<file path="src/sv/rpft_pkg.sv">
// ----------------------------------------------------------------------------
// rpft_pkg
// Shared widths, reset values, register indexes and the request and status
// types between the tracker and its iterative arithmetic unit.
// ----------------------------------------------------------------------------
`default_nettype none

package rpft_pkg;

  localparam int unsigned THR_W      = 16;
  localparam int unsigned FILL_W     = 13;
  localparam int unsigned CYC_W      = 24;
  localparam int unsigned TIME_W     = 32;
  localparam int unsigned SUM_W      = 29;
  localparam int unsigned RSS_W      = 16;
  localparam int unsigned SEQ_W      = 10;
  localparam int unsigned FB_W       = 11;
  localparam int unsigned CFG_IDX_W  = 2;
  localparam int unsigned CFG_DATA_W = 32;

  localparam logic [SEQ_W-1:0]  SEQ_WRAP      = 10'd1000;
  localparam logic [THR_W-1:0]  THR_RESET     = 16'd1;
  localparam logic [FILL_W-1:0] PKT_LEN_RESET = 13'd800;
  localparam logic [CYC_W-1:0]  CYC_LEN_RESET = 24'd10000;
  localparam logic [TIME_W-1:0] DELAY_RESET   = 32'd22500;

  typedef enum logic [CFG_IDX_W-1:0] {
    CFG_THRESHOLD = 2'd0,
    CFG_PKT_LEN   = 2'd1,
    CFG_CYC_LEN   = 2'd2,
    CFG_DELAY     = 2'd3
  } cfg_idx_e;

  typedef enum logic {
    OP_MAG = 1'b0,
    OP_DIV = 1'b1
  } arith_op_e;

  typedef struct packed {
    logic      start;
    arith_op_e op;
  } arith_req_t;

  typedef struct packed {
    logic busy;
    logic done;
  } arith_stat_t;

endpackage

`default_nettype wire

</file>
<file path="src/sv/rpft_arith.sv">
// ----------------------------------------------------------------------------
// rpft_arith
// Iterative arithmetic unit: magnitude floor(sqrt(a*a + b*b)) through one
// squarer and a digit-by-digit root, and an unsigned restoring divide; both
// run on one shared compare-and-subtract stage.
// ----------------------------------------------------------------------------
`default_nettype none

module rpft_arith #(
  parameter int unsigned SAMPLE_BITS = 16
) (
  input  wire logic                                 clk_i,
  input  wire logic                                 rst_ni,
  input  wire rpft_pkg::arith_req_t                 req_i,
  input  wire logic [SAMPLE_BITS-1:0]               a_i,
  input  wire logic [SAMPLE_BITS-1:0]               b_i,
  input  wire logic [rpft_pkg::SUM_W-1:0]           dividend_i,
  input  wire logic [rpft_pkg::FILL_W-1:0]          divisor_i,
  output rpft_pkg::arith_stat_t                     stat_o,
  output logic [SAMPLE_BITS-1:0]                    mag_o,
  output logic [rpft_pkg::SUM_W-1:0]                quot_o
);
  import rpft_pkg::*;

  localparam int unsigned RAD_W    = 2 * SAMPLE_BITS;
  localparam int unsigned ALU_W    = (SAMPLE_BITS + 2 > FILL_W + 1) ? SAMPLE_BITS + 2
                                                                    : FILL_W + 1;
  localparam int unsigned STEP_MAX = (SAMPLE_BITS > SUM_W) ? SAMPLE_BITS : SUM_W;
  localparam int unsigned CNT_W    = $clog2(STEP_MAX);

  typedef enum logic [2:0] {
    A_IDLE,
    A_SQ_A,
    A_SQ_B,
    A_ROOT,
    A_DIV
  } a_state_e;

  a_state_e                state_q;
  logic                    done_q;
  logic [SAMPLE_BITS-1:0]  a_q;
  logic [SAMPLE_BITS-1:0]  b_q;
  logic [RAD_W-1:0]        rad_q;
  logic [SAMPLE_BITS-1:0]  root_q;
  logic [ALU_W-1:0]        rem_q;
  logic [SUM_W-1:0]        div_q;
  logic [FILL_W-1:0]       divisor_q;
  logic [CNT_W-1:0]        cnt_q;

  logic [SAMPLE_BITS-1:0]  mul_op;
  logic [RAD_W-1:0]        prod;
  logic [ALU_W-1:0]        rem_shift;
  logic [ALU_W-1:0]        sub_b;
  logic [ALU_W:0]          diff;
  logic                    ge;
  logic [ALU_W-1:0]        rem_next;

  assign mul_op = (state_q == A_SQ_A) ? a_q : b_q;
  assign prod   = {{SAMPLE_BITS{1'b0}}, mul_op} * {{SAMPLE_BITS{1'b0}}, mul_op};

  // shared compare-and-subtract: root trial or divisor against the shifted remainder
  always_comb begin
    if (state_q == A_DIV) begin
      rem_shift = {rem_q[ALU_W-2:0], div_q[SUM_W-1]};
      sub_b     = ALU_W'(divisor_q);
    end else begin
      rem_shift = {rem_q[ALU_W-3:0], rad_q[RAD_W-1 -: 2]};
      sub_b     = ALU_W'({root_q, 2'b01});
    end
  end

  assign diff     = {1'b0, rem_shift} - {1'b0, sub_b};
  assign ge       = ~diff[ALU_W];
  assign rem_next = ge ? diff[ALU_W-1:0] : rem_shift;

  always_ff @(posedge clk_i or negedge rst_ni) begin
    if (!rst_ni) begin
      state_q   <= A_IDLE;
      done_q    <= 1'b0;
      a_q       <= '0;
      b_q       <= '0;
      rad_q     <= '0;
      root_q    <= '0;
      rem_q     <= '0;
      div_q     <= '0;
      divisor_q <= '0;
      cnt_q     <= '0;
    end else begin
      done_q <= 1'b0;
      unique case (state_q)
        A_IDLE: begin
          if (req_i.start) begin
            if (req_i.op == OP_MAG) begin
              a_q     <= a_i;
              b_q     <= b_i;
              state_q <= A_SQ_A;
            end else begin
              div_q     <= dividend_i;
              divisor_q <= divisor_i;
              rem_q     <= '0;
              cnt_q     <= CNT_W'(SUM_W - 1);
              state_q   <= A_DIV;
            end
          end
        end
        A_SQ_A: begin
          rad_q   <= prod;
          state_q <= A_SQ_B;
        end
        A_SQ_B: begin
          rad_q   <= rad_q + prod;
          rem_q   <= '0;
          root_q  <= '0;
          cnt_q   <= CNT_W'(SAMPLE_BITS - 1);
          state_q <= A_ROOT;
        end
        A_ROOT: begin
          rem_q  <= rem_next;
          root_q <= {root_q[SAMPLE_BITS-2:0], ge};
          rad_q  <= {rad_q[RAD_W-3:0], 2'b00};
          if (cnt_q == '0) begin
            done_q  <= 1'b1;
            state_q <= A_IDLE;
          end else begin
            cnt_q <= cnt_q - 1'b1;
          end
        end
        A_DIV: begin
          rem_q <= rem_next;
          div_q <= {div_q[SUM_W-2:0], ge};
          if (cnt_q == '0) begin
            done_q  <= 1'b1;
            state_q <= A_IDLE;
          end else begin
            cnt_q <= cnt_q - 1'b1;
          end
        end
        default: state_q <= A_IDLE;
      endcase
    end
  end

  assign stat_o.busy = (state_q != A_IDLE);
  assign stat_o.done = done_q;
  assign mag_o       = root_q;
  assign quot_o      = div_q;

endmodule

`default_nettype wire

</file>
<file path="src/sv/rss_peak_feedback_tracker.sv">
// ----------------------------------------------------------------------------
// rss_peak_feedback_tracker
// Tracks packet RSS from I/Q samples and forms a signed peak feedback value.
// ----------------------------------------------------------------------------
// Usage:
//   Input channel (in_valid_i / in_stall_o) takes one I/Q sample per request.
//   Output channel (out_valid_o / out_stall_i) carries feedback_value_o, at
//   most one per sample: every cycle_length samples the held value is sent,
//   registered the cycle after the sample is taken.
//   Each sample takes two passes through one squarer and one root digit per
//   cycle in the shared unit. A sample that completes a packet adds the
//   bit-serial average divide on the same compare-and-subtract stage.
//   One sample at a time: in_stall_o is high while a sample is in work, and
//   also when a value is waiting on a stalled output and the next sample
//   would send another one. A waiting value does not otherwise hold input.
//   Registers are written through cfg_we_i / cfg_idx_i / cfg_data_i only
//   while idle; the user must keep to this, the block does not enforce it.
//   Reset restores the register defaults and clears all tracking state;
//   the output channel comes up empty.
// ----------------------------------------------------------------------------
`default_nettype none

module rss_peak_feedback_tracker #(
  parameter int unsigned HISTORY_DEPTH = 4,
  parameter int unsigned SAMPLE_BITS   = 16
) (
  input  wire logic                                   clk_i,
  input  wire logic                                   rst_ni,
  input  wire logic                                   cfg_we_i,
  input  wire logic [rpft_pkg::CFG_IDX_W-1:0]         cfg_idx_i,
  input  wire logic [rpft_pkg::CFG_DATA_W-1:0]        cfg_data_i,
  input  wire logic                                   in_valid_i,
  output logic                                        in_stall_o,
  input  wire logic signed [SAMPLE_BITS-1:0]          i_sample_i,
  input  wire logic signed [SAMPLE_BITS-1:0]          q_sample_i,
  output logic                                        out_valid_o,
  input  wire logic                                   out_stall_i,
  output logic signed [rpft_pkg::FB_W-1:0]            feedback_value_o
);
  import rpft_pkg::*;

  localparam int unsigned CMP_W = (SAMPLE_BITS > THR_W) ? SAMPLE_BITS : THR_W;

  typedef enum logic [1:0] {
    ST_IDLE,
    ST_MAG,
    ST_DIVS,
    ST_DIV
  } state_e;

  state_e               state_q;
  logic [THR_W-1:0]     threshold_q;
  logic [FILL_W-1:0]    pkt_len_q;
  logic [CYC_W-1:0]     cyc_len_q;
  logic [TIME_W-1:0]    delay_q;
  logic [TIME_W-1:0]    sample_cnt_q;
  logic [CYC_W-1:0]     cycle_cnt_q;
  logic [FILL_W-1:0]    fill_q;
  logic [SUM_W-1:0]     sum_q;
  logic [TIME_W-1:0]    last_meas_q;
  logic [RSS_W-1:0]     prev_rss_q;
  logic [RSS_W-1:0]     hist_q [HISTORY_DEPTH];
  logic [SEQ_W-1:0]     seq_q;
  logic [FB_W-1:0]      held_fb_q;
  logic                 out_valid_q;
  logic [FB_W-1:0]      out_fb_q;

  arith_req_t             arith_req;
  arith_stat_t            arith_stat;
  logic [SAMPLE_BITS-1:0] abs_i;
  logic [SAMPLE_BITS-1:0] abs_q;
  logic [SAMPLE_BITS-1:0] mag;
  logic [SUM_W-1:0]       quot;

  logic [CYC_W-1:0]     cyc_inc;
  logic                 emit_next;
  logic                 accept;
  logic                 mag_gt;
  logic [SUM_W:0]       sum_add;
  logic [SUM_W-1:0]     sum_sat;
  logic [FILL_W-1:0]    fill_inc;
  logic [RSS_W-1:0]     avg;
  logic [TIME_W-1:0]    gap;
  logic                 above_all;
  logic [SEQ_W-1:0]     seq_next;
  logic [FB_W-1:0]      fb_new;

  assign cyc_inc    = cycle_cnt_q + 1'b1;
  assign emit_next  = (cyc_inc >= cyc_len_q);
  assign in_stall_o = (state_q != ST_IDLE) | (out_valid_q & emit_next);
  assign accept     = in_valid_i & ~in_stall_o;

  assign abs_i = i_sample_i[SAMPLE_BITS-1] ? (~$unsigned(i_sample_i) + 1'b1)
                                           : $unsigned(i_sample_i);
  assign abs_q = q_sample_i[SAMPLE_BITS-1] ? (~$unsigned(q_sample_i) + 1'b1)
                                           : $unsigned(q_sample_i);

  assign arith_req.start = accept | (state_q == ST_DIVS);
  assign arith_req.op    = (state_q == ST_DIVS) ? OP_DIV : OP_MAG;

  rpft_arith #(
    .SAMPLE_BITS(SAMPLE_BITS)
  ) u_arith (
    .clk_i      (clk_i),
    .rst_ni     (rst_ni),
    .req_i      (arith_req),
    .a_i        (abs_i),
    .b_i        (abs_q),
    .dividend_i (sum_q),
    .divisor_i  (pkt_len_q),
    .stat_o     (arith_stat),
    .mag_o      (mag),
    .quot_o     (quot)
  );

  assign mag_gt   = CMP_W'(mag) > CMP_W'(threshold_q);
  assign sum_add  = {1'b0, sum_q} + (SUM_W + 1)'(mag);
  assign sum_sat  = sum_add[SUM_W] ? '1 : sum_add[SUM_W-1:0];
  assign fill_inc = fill_q + 1'b1;

  // average saturates to the rss width
  assign avg      = (|quot[SUM_W-1:RSS_W]) ? '1 : quot[RSS_W-1:0];
  assign gap      = sample_cnt_q - last_meas_q;
  assign seq_next = (seq_q < SEQ_WRAP) ? seq_q + 1'b1 : SEQ_W'(1);

  always_comb begin
    above_all = 1'b1;
    for (int k = 0; k < HISTORY_DEPTH; k++) begin
      above_all = above_all & (avg > hist_q[k]);
    end
  end

  assign fb_new = above_all ? {1'b0, seq_next} : (FB_W'(0) - {1'b0, seq_next});

  always_ff @(posedge clk_i or negedge rst_ni) begin
    if (!rst_ni) begin
      state_q      <= ST_IDLE;
      threshold_q  <= THR_RESET;
      pkt_len_q    <= PKT_LEN_RESET;
      cyc_len_q    <= CYC_LEN_RESET;
      delay_q      <= DELAY_RESET;
      sample_cnt_q <= '0;
      cycle_cnt_q  <= '0;
      fill_q       <= '0;
      sum_q        <= '0;
      last_meas_q  <= '0;
      prev_rss_q   <= '0;
      for (int k = 0; k < HISTORY_DEPTH; k++) begin
        hist_q[k] <= '0;
      end
      seq_q        <= '0;
      held_fb_q    <= '0;
      out_valid_q  <= 1'b0;
      out_fb_q     <= '0;
    end else begin
      if (cfg_we_i) begin
        unique case (cfg_idx_e'(cfg_idx_i))
          CFG_THRESHOLD: threshold_q <= cfg_data_i[THR_W-1:0];
          CFG_PKT_LEN:   pkt_len_q   <= cfg_data_i[FILL_W-1:0];
          CFG_CYC_LEN:   cyc_len_q   <= cfg_data_i[CYC_W-1:0];
          CFG_DELAY:     delay_q     <= cfg_data_i[TIME_W-1:0];
          default:       threshold_q <= threshold_q;
        endcase
      end

      if (out_valid_q && !out_stall_i) begin
        out_valid_q <= 1'b0;
      end

      unique case (state_q)
        ST_IDLE: begin
          if (accept) begin
            sample_cnt_q <= sample_cnt_q + 1'b1;
            // held value goes out before this sample updates anything
            if (emit_next) begin
              cycle_cnt_q <= '0;
              out_valid_q <= 1'b1;
              out_fb_q    <= held_fb_q;
            end else begin
              cycle_cnt_q <= cyc_inc;
            end
            state_q <= ST_MAG;
          end
        end
        ST_MAG: begin
          if (arith_stat.done) begin
            state_q <= ST_IDLE;
            if (mag_gt) begin
              sum_q <= sum_sat;
              if (fill_q < pkt_len_q) begin
                fill_q <= fill_inc;
                if (fill_inc == pkt_len_q) begin
                  state_q <= ST_DIVS;
                end
              end
            end else begin
              fill_q <= '0;
              sum_q  <= '0;
            end
          end
        end
        ST_DIVS: state_q <= ST_DIV;
        ST_DIV: begin
          if (arith_stat.done) begin
            last_meas_q <= sample_cnt_q;
            prev_rss_q  <= avg;
            if ((gap < delay_q) && (avg > prev_rss_q)) begin
              seq_q     <= seq_next;
              held_fb_q <= fb_new;
              for (int k = HISTORY_DEPTH - 1; k > 0; k--) begin
                hist_q[k] <= hist_q[k-1];
              end
              hist_q[0] <= avg;
              sum_q     <= '0;
              fill_q    <= '0;
            end
            state_q <= ST_IDLE;
          end
        end
        default: state_q <= ST_IDLE;
      endcase
    end
  end

  assign out_valid_o      = out_valid_q;
  assign feedback_value_o = $signed(out_fb_q);

  a_stall_when_busy: assert property (@(posedge clk_i) disable iff (!rst_ni)
    arith_stat.busy |-> in_stall_o)
    else $error("sample request taken while arithmetic unit busy");

  a_done_expected: assert property (@(posedge clk_i) disable iff (!rst_ni)
    arith_stat.done |-> (state_q == ST_MAG || state_q == ST_DIV))
    else $error("arithmetic result with no sample waiting on it");

  a_seq_range: assert property (@(posedge clk_i) disable iff (!rst_ni)
    seq_q <= SEQ_WRAP)
    else $error("packet sequence past wrap point");

  a_no_lost_result: assert property (@(posedge clk_i) disable iff (!rst_ni)
    (accept && emit_next) |-> !out_valid_q)
    else $error("feedback request would overwrite a pending one");

endmodule

`default_nettype wire
</file>
<file path="config.mk">
export PLATFORM = sky130hd
export DESIGN_NAME = rss_peak_feedback_tracker
export DESIGN_NICKNAME = d
export VERILOG_FILES = /design/src/sv/rpft_pkg.sv /design/src/sv/rpft_arith.sv /design/src/sv/rss_peak_feedback_tracker.sv
export SDC_FILE = /design/constraint.sdc
export NUM_CORES = 2
export LEC_CHECK = 0
export ABC_CLOCK_PERIOD_IN_PS = 28400
export BUFFER_PORTS_ARGS = -buffer_cell sky130_fd_sc_hd__buf_4
export CORE_AREA = 2 2 262 212
export CTS_CLUSTER_DIAMETER = 80
export DETAILED_ROUTE_END_ITERATION = 8
export DIE_AREA = 0 0 264 214
export PLACE_DENSITY_LB_ADDON = 0.15
export SLEW_MARGIN = 20
export SYNTH_ARGS = -nofsm -noshare
export SYNTH_HDL_FRONTEND = slang
export SYNTH_SLANG_ARGS = --single-unit
export TNS_END_PERCENT = 1
</file>
<file path="constraint.sdc">
create_clock -name clk_i -period 28.4 [get_ports clk_i]
set_clock_uncertainty 0.2 [all_clocks]
set_input_delay 2.84 -clock clk_i [delete_from_list [all_inputs] [get_ports clk_i]]
set_output_delay 2.84 -clock clk_i [all_outputs]
set_load 0.05 [all_outputs]
</file>
Yosys cells after proc, flatten, opt, wreduce, memory -nomap -nowiden
Index checks and enable logic that the tools add are counted.
{"block": "totals", "regBits": 478, "wordCells": 168}
{"block": "classes", "add_sub_neg": 12, "multipliers": 1, "n_lt_le_gt_ge": 10, "eq_ne": 20, "muxes": 52, "n_bitwise": 12, "reduce_logical": 32}
{"cell": "$mux W29", "count": 7}
{"cell": "$pmux W29 S2", "count": 2}
{"cell": "$gt A16 B16 Y1", "count": 6}
{"cell": "$pmux W32 S3", "count": 1}
{"cell": "$mux W13", "count": 5}
{"cell": "$mux W16", "count": 4}
{"cell": "$mux W17", "count": 3}
{"cell": "$pmux W17 S3", "count": 1}
{"cell": "$mux W18", "count": 2}
{"cell": "$add A16 B1 Y16 const B", "count": 2}
{"cell": "$add A32 B1 Y32 const B", "count": 1}
{"cell": "$add A32 B32 Y32", "count": 1}
{"cell": "$lt A32 B32 Y1", "count": 1}
{"cell": "$mul A16 B16 Y32", "count": 1}
{"cell": "$not A16 Y16", "count": 2}
{"cell": "$pmux W16 S2", "count": 1}
{"cell": "$sub A32 B32 Y32", "count": 1}
{"cell": "$add A29 B16 Y30", "count": 1}
{"cell": "$pmux W13 S2", "count": 1}
{"cell": "$add A24 B1 Y24 const B", "count": 1}
{"cell": "$ge A24 B24 Y1", "count": 1}
{"cell": "$mux W24", "count": 1}
{"cell": "$reduce_and A3 Y1", "count": 7}
{"cell": "$sub A18 B18 Y19", "count": 1}
{"cell": "39 further kinds", "count": 85}

Longest topological paths before layout
{"block": "depth", "depth_word": 9, "ltp_mapped": 43}

By module
A second synthesis with hierarchy kept.
{"block": "unflattened", "cells_unflattened": 4048, "hier_area_um2": 37400.9}
{"mod": "rss_peak_feedback_tracker", "n_inst": 1, "cells_per_inst": 2285, "area_per_inst_um2": 21232.9}
{"mod": "rpft_arith", "n_inst": 1, "cells_per_inst": 1763, "area_per_inst_um2": 16168.0}

Worst setup path before layout
OpenSTA, ideal clock, no wires.
{"block": "synth_timing", "kind": "register -> register", "start": "register u_arith.state_q[2]", "end": "register u_arith.rad_q[29]", "arrival_time_ns": 9.067, "required_time_ns": 28.072, "setup_slack_ns": 19.004, "path_stages_with_launch": 37, "n_path_buf": 2, "path_cell_list": "dfrtp_1 clkbuf_1 inv_1 nand2_1 nor2_1 buf_2 mux2i_1 clkinv_1 nand2_1 fa_1 fa_1 inv_1 fa_1 fa_1 fa_1 inv_1 fa_1 inv_1 ha_1 and3_1 a221oi_1 o21ai_0 a21o_2 a21oi_1 o21bai_1 a21oi_1 xnor2_1 ha_1 o21a_1 o2111ai_1 nand2_1 o41ai_1 o21ai_1 a21o_1 a21oi_1 xor2_1 o21ai_0"}
{"block": "synth_via", "elab_chain_cells": 5, "word_cells_on_any_way": 8, "classes_between": "add/sub: 1; mul: 1; eq/ne: 3; mux: 2; reduce/logical: 1"}
{"element": "start: declaration", "line": "rpft_arith.sv:39", "rtl": "a_state_e state_q;"}
{"element": "start signal: assignment", "line": "rpft_arith.sv:78", "rtl": "state_q <= A_IDLE;"}
{"element": "start signal: assignment", "line": "rpft_arith.sv:96", "rtl": "state_q <= A_SQ_A;"}
{"element": "start signal: assignment", "line": "rpft_arith.sv:102", "rtl": "state_q <= A_DIV;"}
{"element": "$eq A3 B1 Y1", "line": "rpft_arith.sv:58, rpft_arith.sv:90"}
{"element": "$mux W16", "line": "rpft_arith.sv:58", "rtl": "assign mul_op = (state_q == A_SQ_A) ? a_q : b_q;"}
{"element": "$mul A16 B16 Y32", "line": "rpft_arith.sv:59", "rtl": "assign prod = {{SAMPLE_BITS{1'b0}}, mul_op} * {{SAMPLE_BITS{1'b0}}, mul_op};"}
{"element": "$add A32 B32 Y32", "line": "rpft_arith.sv:111", "rtl": "rad_q <= rad_q + prod;"}
{"element": "$pmux W32 S3", "line": "rpft_arith.sv:90", "rtl": "unique case (state_q)"}
{"element": "end signal: assignment", "line": "rpft_arith.sv:107", "rtl": "rad_q <= prod;"}
{"element": "end signal: assignment", "line": "rpft_arith.sv:111"}
{"element": "end signal: assignment", "line": "rpft_arith.sv:120", "rtl": "rad_q <= {rad_q[RAD_W-3:0], 2'b00};"}
{"element": "end: declaration", "line": "rpft_arith.sv:43", "rtl": "logic [RAD_W-1:0] rad_q;"}
Parallel ways exist; a longest one is shown, timed or not.
A chain may end at the register's enable or synchronous reset.

Worst setup path in the final report
Ends and elaborated chain as after synthesis.

==> flow_metrics.env <==
export IMPL_cts_root_buf="clkbuf_16"
export IMPL_crit_required_ns=28.67
export IMPL_dieWidth_um=264
export IMPL_rsz0062_at_grt="no"
export IMPL_critical_path_class="reg2reg"
export IMPL_ant_nets=0
export IMPL_syn_avg_cell_area_um2=9.099
export IMPL_synth_area_leader_cell="dfrtp_1"
export IMPL_antenna_found_initial=1
export IMPL_hold_depth=2
export IMPL_rr_worst_depth=37
export IMPL_r2r_end="u_arith.rad_q[29]$_DFFE_PN0P_"
export IMPL_cp_arrival_ns=11.25
export IMPL_fin_nets=4725
export IMPL_p_leak_nw=20.20
export IMPL_clkLatencyLatePin_ns=0.61
export IMPL_synth_seq_cells=477
export IMPL_ir_worst_vdd_uv=188.8
export IMPL_cpMostUsedCell="fa_1"
export IMPL_end_kind="register"
export IMPL_cts_buffers=50
export IMPL_placed_area_um2=38530
export IMPL_cts_sinks=477
export IMPL_tightestPinTransition_ns=1.055
export IMPL_cts_resized_gates=0
export IMPL_layout_commonest_cell="nand2_1"
export IMPL_synthFlopType="dfrtp_1"
export IMPL_drive_above_1_share_pct=10.02
export IMPL_stdcell_area_um2=40250
export IMPL_synth_top_cell_area_share_pct=30.80
export IMPL_drv_cap=0
export IMPL_synth_nets=4702
export IMPL_mostFrequentLayoutCells="495 x nand2_1, 475 x inv_1, 458 x dfrtp_1, 367 x ha_1, 300 x o21ai_0"
export IMPL_report_final_slew_viol_count=0
export IMPL_syn_inst=4098
export IMPL_post_drt_wl_per_cell_um=17.95
export IMPL_vias=29340
export IMPL_detailedRoute_firstPassIterationCount=5
export IMPL_area_delta_synth_final_pct=7.929
export IMPL_place_port_buffers=83
export IMPL_hold_buffers=0
export IMPL_hold_end="prev_rss_q[14]$_DFFE_PN0P_"
export IMPL_htreeDepth=2
export IMPL_p_total_w=0.004474
export IMPL_track_usage_pct=31.24
export IMPL_die_area_um2=56500
export IMPL_grt_pass1_vias=28110
export IMPL_dp_hpwl_um=65220
export IMPL_ys_async_sr_fraction_pct=100.0
export IMPL_fin_setup_tns_ns=0
export IMPL_grt_pass1_wl_um=145000
export IMPL_ys_warn_count=0
export IMPL_via_per_inst=6.031
export IMPL_die_y_um=214
export IMPL_ys_types=92
export IMPL_rows=76
export IMPL_period_minus_slack_ns=10.98
export IMPL_cts_buffer_depth=3
export IMPL_hold_class="reg2reg"
export IMPL_ys_seq_area_share_pct=32.07
export IMPL_min_from="prev_rss_q[14]$_DFFE_PN0P_"
export IMPL_cts_tree="done"
export IMPL_cts_setup_buffers=0
export IMPL_num_antenna_cells=0
export IMPL_drc=0
export IMPL_clock_fmax_mhz=91.05
export IMPL_drtIter0Drc=2506
export IMPL_nFillCells=3948
export IMPL_ioPinCount=84
export IMPL_core_area_um2=53630
export IMPL_ys_top_cells_by_area="dfrtp_1 31%, ha_1 12%, fa_1 8.9%"
export IMPL_relSlewSlack_pct=29.64
export IMPL_cpMaxStageDelayCell="mux2i_1"
export IMPL_routed_wl_um=87310
export IMPL_grt_ovfl_total=0
export IMPL_grt_max_degree=92
export IMPL_synth_edff_count=0
export IMPL_hold_viol_final=0
export IMPL_start_kind="register"
export IMPL_clk_pin_slew_worst_paths_ns=0.06
export IMPL_reg2reg_from="u_arith.state_q[2]$_DFFE_PN0P_"
export IMPL_gp_congestion=0.9344
export IMPL_fin_crit_sh_pct=38.67
export IMPL_netlist_area_um2=37290
export IMPL_rrSetupSlack_ns=17.42
export IMPL_power_density_nw_per_um2=111.2
export IMPL_cpPeakStageDelay_ns=0.73
export IMPL_start_util_pct=69.53
export IMPL_path_max_fanout=20
export IMPL_finalSetupViolCount=0
export IMPL_status="completed"
-- synthesized netlist by cell type, types with 13 or more instances --
cell / instances
nor2_1: 248
xnor2_1: 145
buf_2: 21
nand2_1: 495
nor3_1: 39
clkbuf_1: 108
a21oi_1: 196
dfstp_2: 18
nor2b_1: 34
mux2_2: 140
nand4_1: 45
o31ai_1: 36
nand3_1: 90
o21bai_1: 14
ha_1: 367
buf_1: 20
mux2i_1: 67
a31oi_1: 24
nand2b_1: 41
o21ai_0: 300
a21o_1: 104
xor2_1: 80
a211oi_1: 27
or3_1: 13
dfrtp_1: 459
fa_1: 166
o21a_1: 40
o22ai_1: 21
inv_1: 475
o211ai_1: 17
and3_1: 44
-- final cells by class --
type                    instances  area [um^2]  area share [%]
multi-input cells            2988        22960           57.06
clock inverters                23        257.7          0.6404
flip-flops and latches        477        11960           29.72
well taps                     702        878.3           2.182
repair buffers                121        915.9           2.276
clock buffers                  70         1458           3.622
inverters                     483         1813           4.505
-- logic make-up (layout without fill, tap and decap cells) --
| logic type | count (synthesis) | after routing | share of synthesized area (%) |
|---|---|---|---|
| and+or+nand+nor | 1113 | 1113 | 13.46 |
| AOI/OAI and AO/OA | 910 | 910 | 15.48 |
| buffers and inverters | 633 | 697 | 6.452 |
| adders and majority gates | 533 | 533 | 21.23 |
| DFF | 477 | 477 | 32.07 |
| xor gates and xnor gates | 225 | 225 | 5.285 |
| muxes | 207 | 207 | 6.026 |
-- state kept, by name, indices dropped and copies added, names as in the netlist, 17 cells and up, named ones only --
| name | count |
|---|---|
| cyc_len_q | 24 |
| cycle_cnt_q | 24 |
| delay_q | 32 |
| hist_q | 64 |
| last_meas_q | 32 |
| sample_cnt_q | 32 |
| sum_q | 29 |
| u_arith.quot_o | 29 |
| u_arith.rad_q | 32 |
| u_arith.rem_q | 17 |
-- worst max-delay path: cells and delay by family, from the launching register on --
| family | cells | cell delay (ns) |
|---|---|---|
| AO/OA/AOI/OAI | 14 | 2.88 |
| XOR/XNOR | 2 | 0.26 |
| adder cells (fa/ha/maj) | 8 | 3.58 |
| flip-flops | 1 | 0.36 |
| AND/OR/NAND/NOR | 5 | 1.23 |
| multiplexers | 1 | 0.73 |
| buffers and inverters | 7 | 1.57 |
-- per-stage QoR --
stage	cells	hold slack, ns	setup slack (ns)	util (%)
after detailed placement	4771	0.2634	17.60	71.84
after floorplan	4098	0.2492	19.00	-
after global routing	4864	0.3027	16.60	75.04
after CTS	4864	0.2840	17.56	75.04
final	4864	0.2776	17.42	75.04
after global placement	4771	0.2552	17.85	71.84
-- report_power, final --
group | internal, W | switching (W)
logic | 0.00120 | 0.00170
clock network | 0.000398 | 0.000289
registers | 0.000779 | 0.000109
-- per-layer routing --
metal / GRT usage, % / part of all wire (%) / routed length, um / up-vias
met2: 45.67 / 43 / 37410 / 981
met5: 0 / 0 / 0 / -
li1: - / - / - / 14030
met1: 48.52 / 47 / 40940 / 14210
met4: 6.136 / 1.7 / 1445 / 0
met3: 5.932 / 8.6 / 7512 / 116
-- worst max path at each step --
| stage | start | endpoint | cells past startpoint | slack [ns] |
|---|---|---|---|---|
| floorplan | u_arith.state_q[2]$_DFFE_PN0P_ | u_arith.rad_q[29]$_DFFE_PN0P_ | 36 | 19.00 |
| global placement | u_arith.state_q[2]$_DFFE_PN0P_ | u_arith.rad_q[29]$_DFFE_PN0P_ | 37 | 17.85 |
| detailed placement | u_arith.state_q[2]$_DFFE_PN0P_ | u_arith.rad_q[29]$_DFFE_PN0P_ | 37 | 17.60 |
| CTS | u_arith.state_q[2]$_DFFE_PN0P_ | u_arith.rad_q[29]$_DFFE_PN0P_ | 37 | 17.56 |
| global route | u_arith.state_q[2]$_DFFE_PN0P_ | u_arith.rad_q[31]$_DFFE_PN0P_ | 38 | 16.60 |
| finish | u_arith.state_q[2]$_DFFE_PN0P_ | u_arith.rad_q[29]$_DFFE_PN0P_ | 37 | 17.42 |
Note: power is estimated with default switching activity, not from simulation.
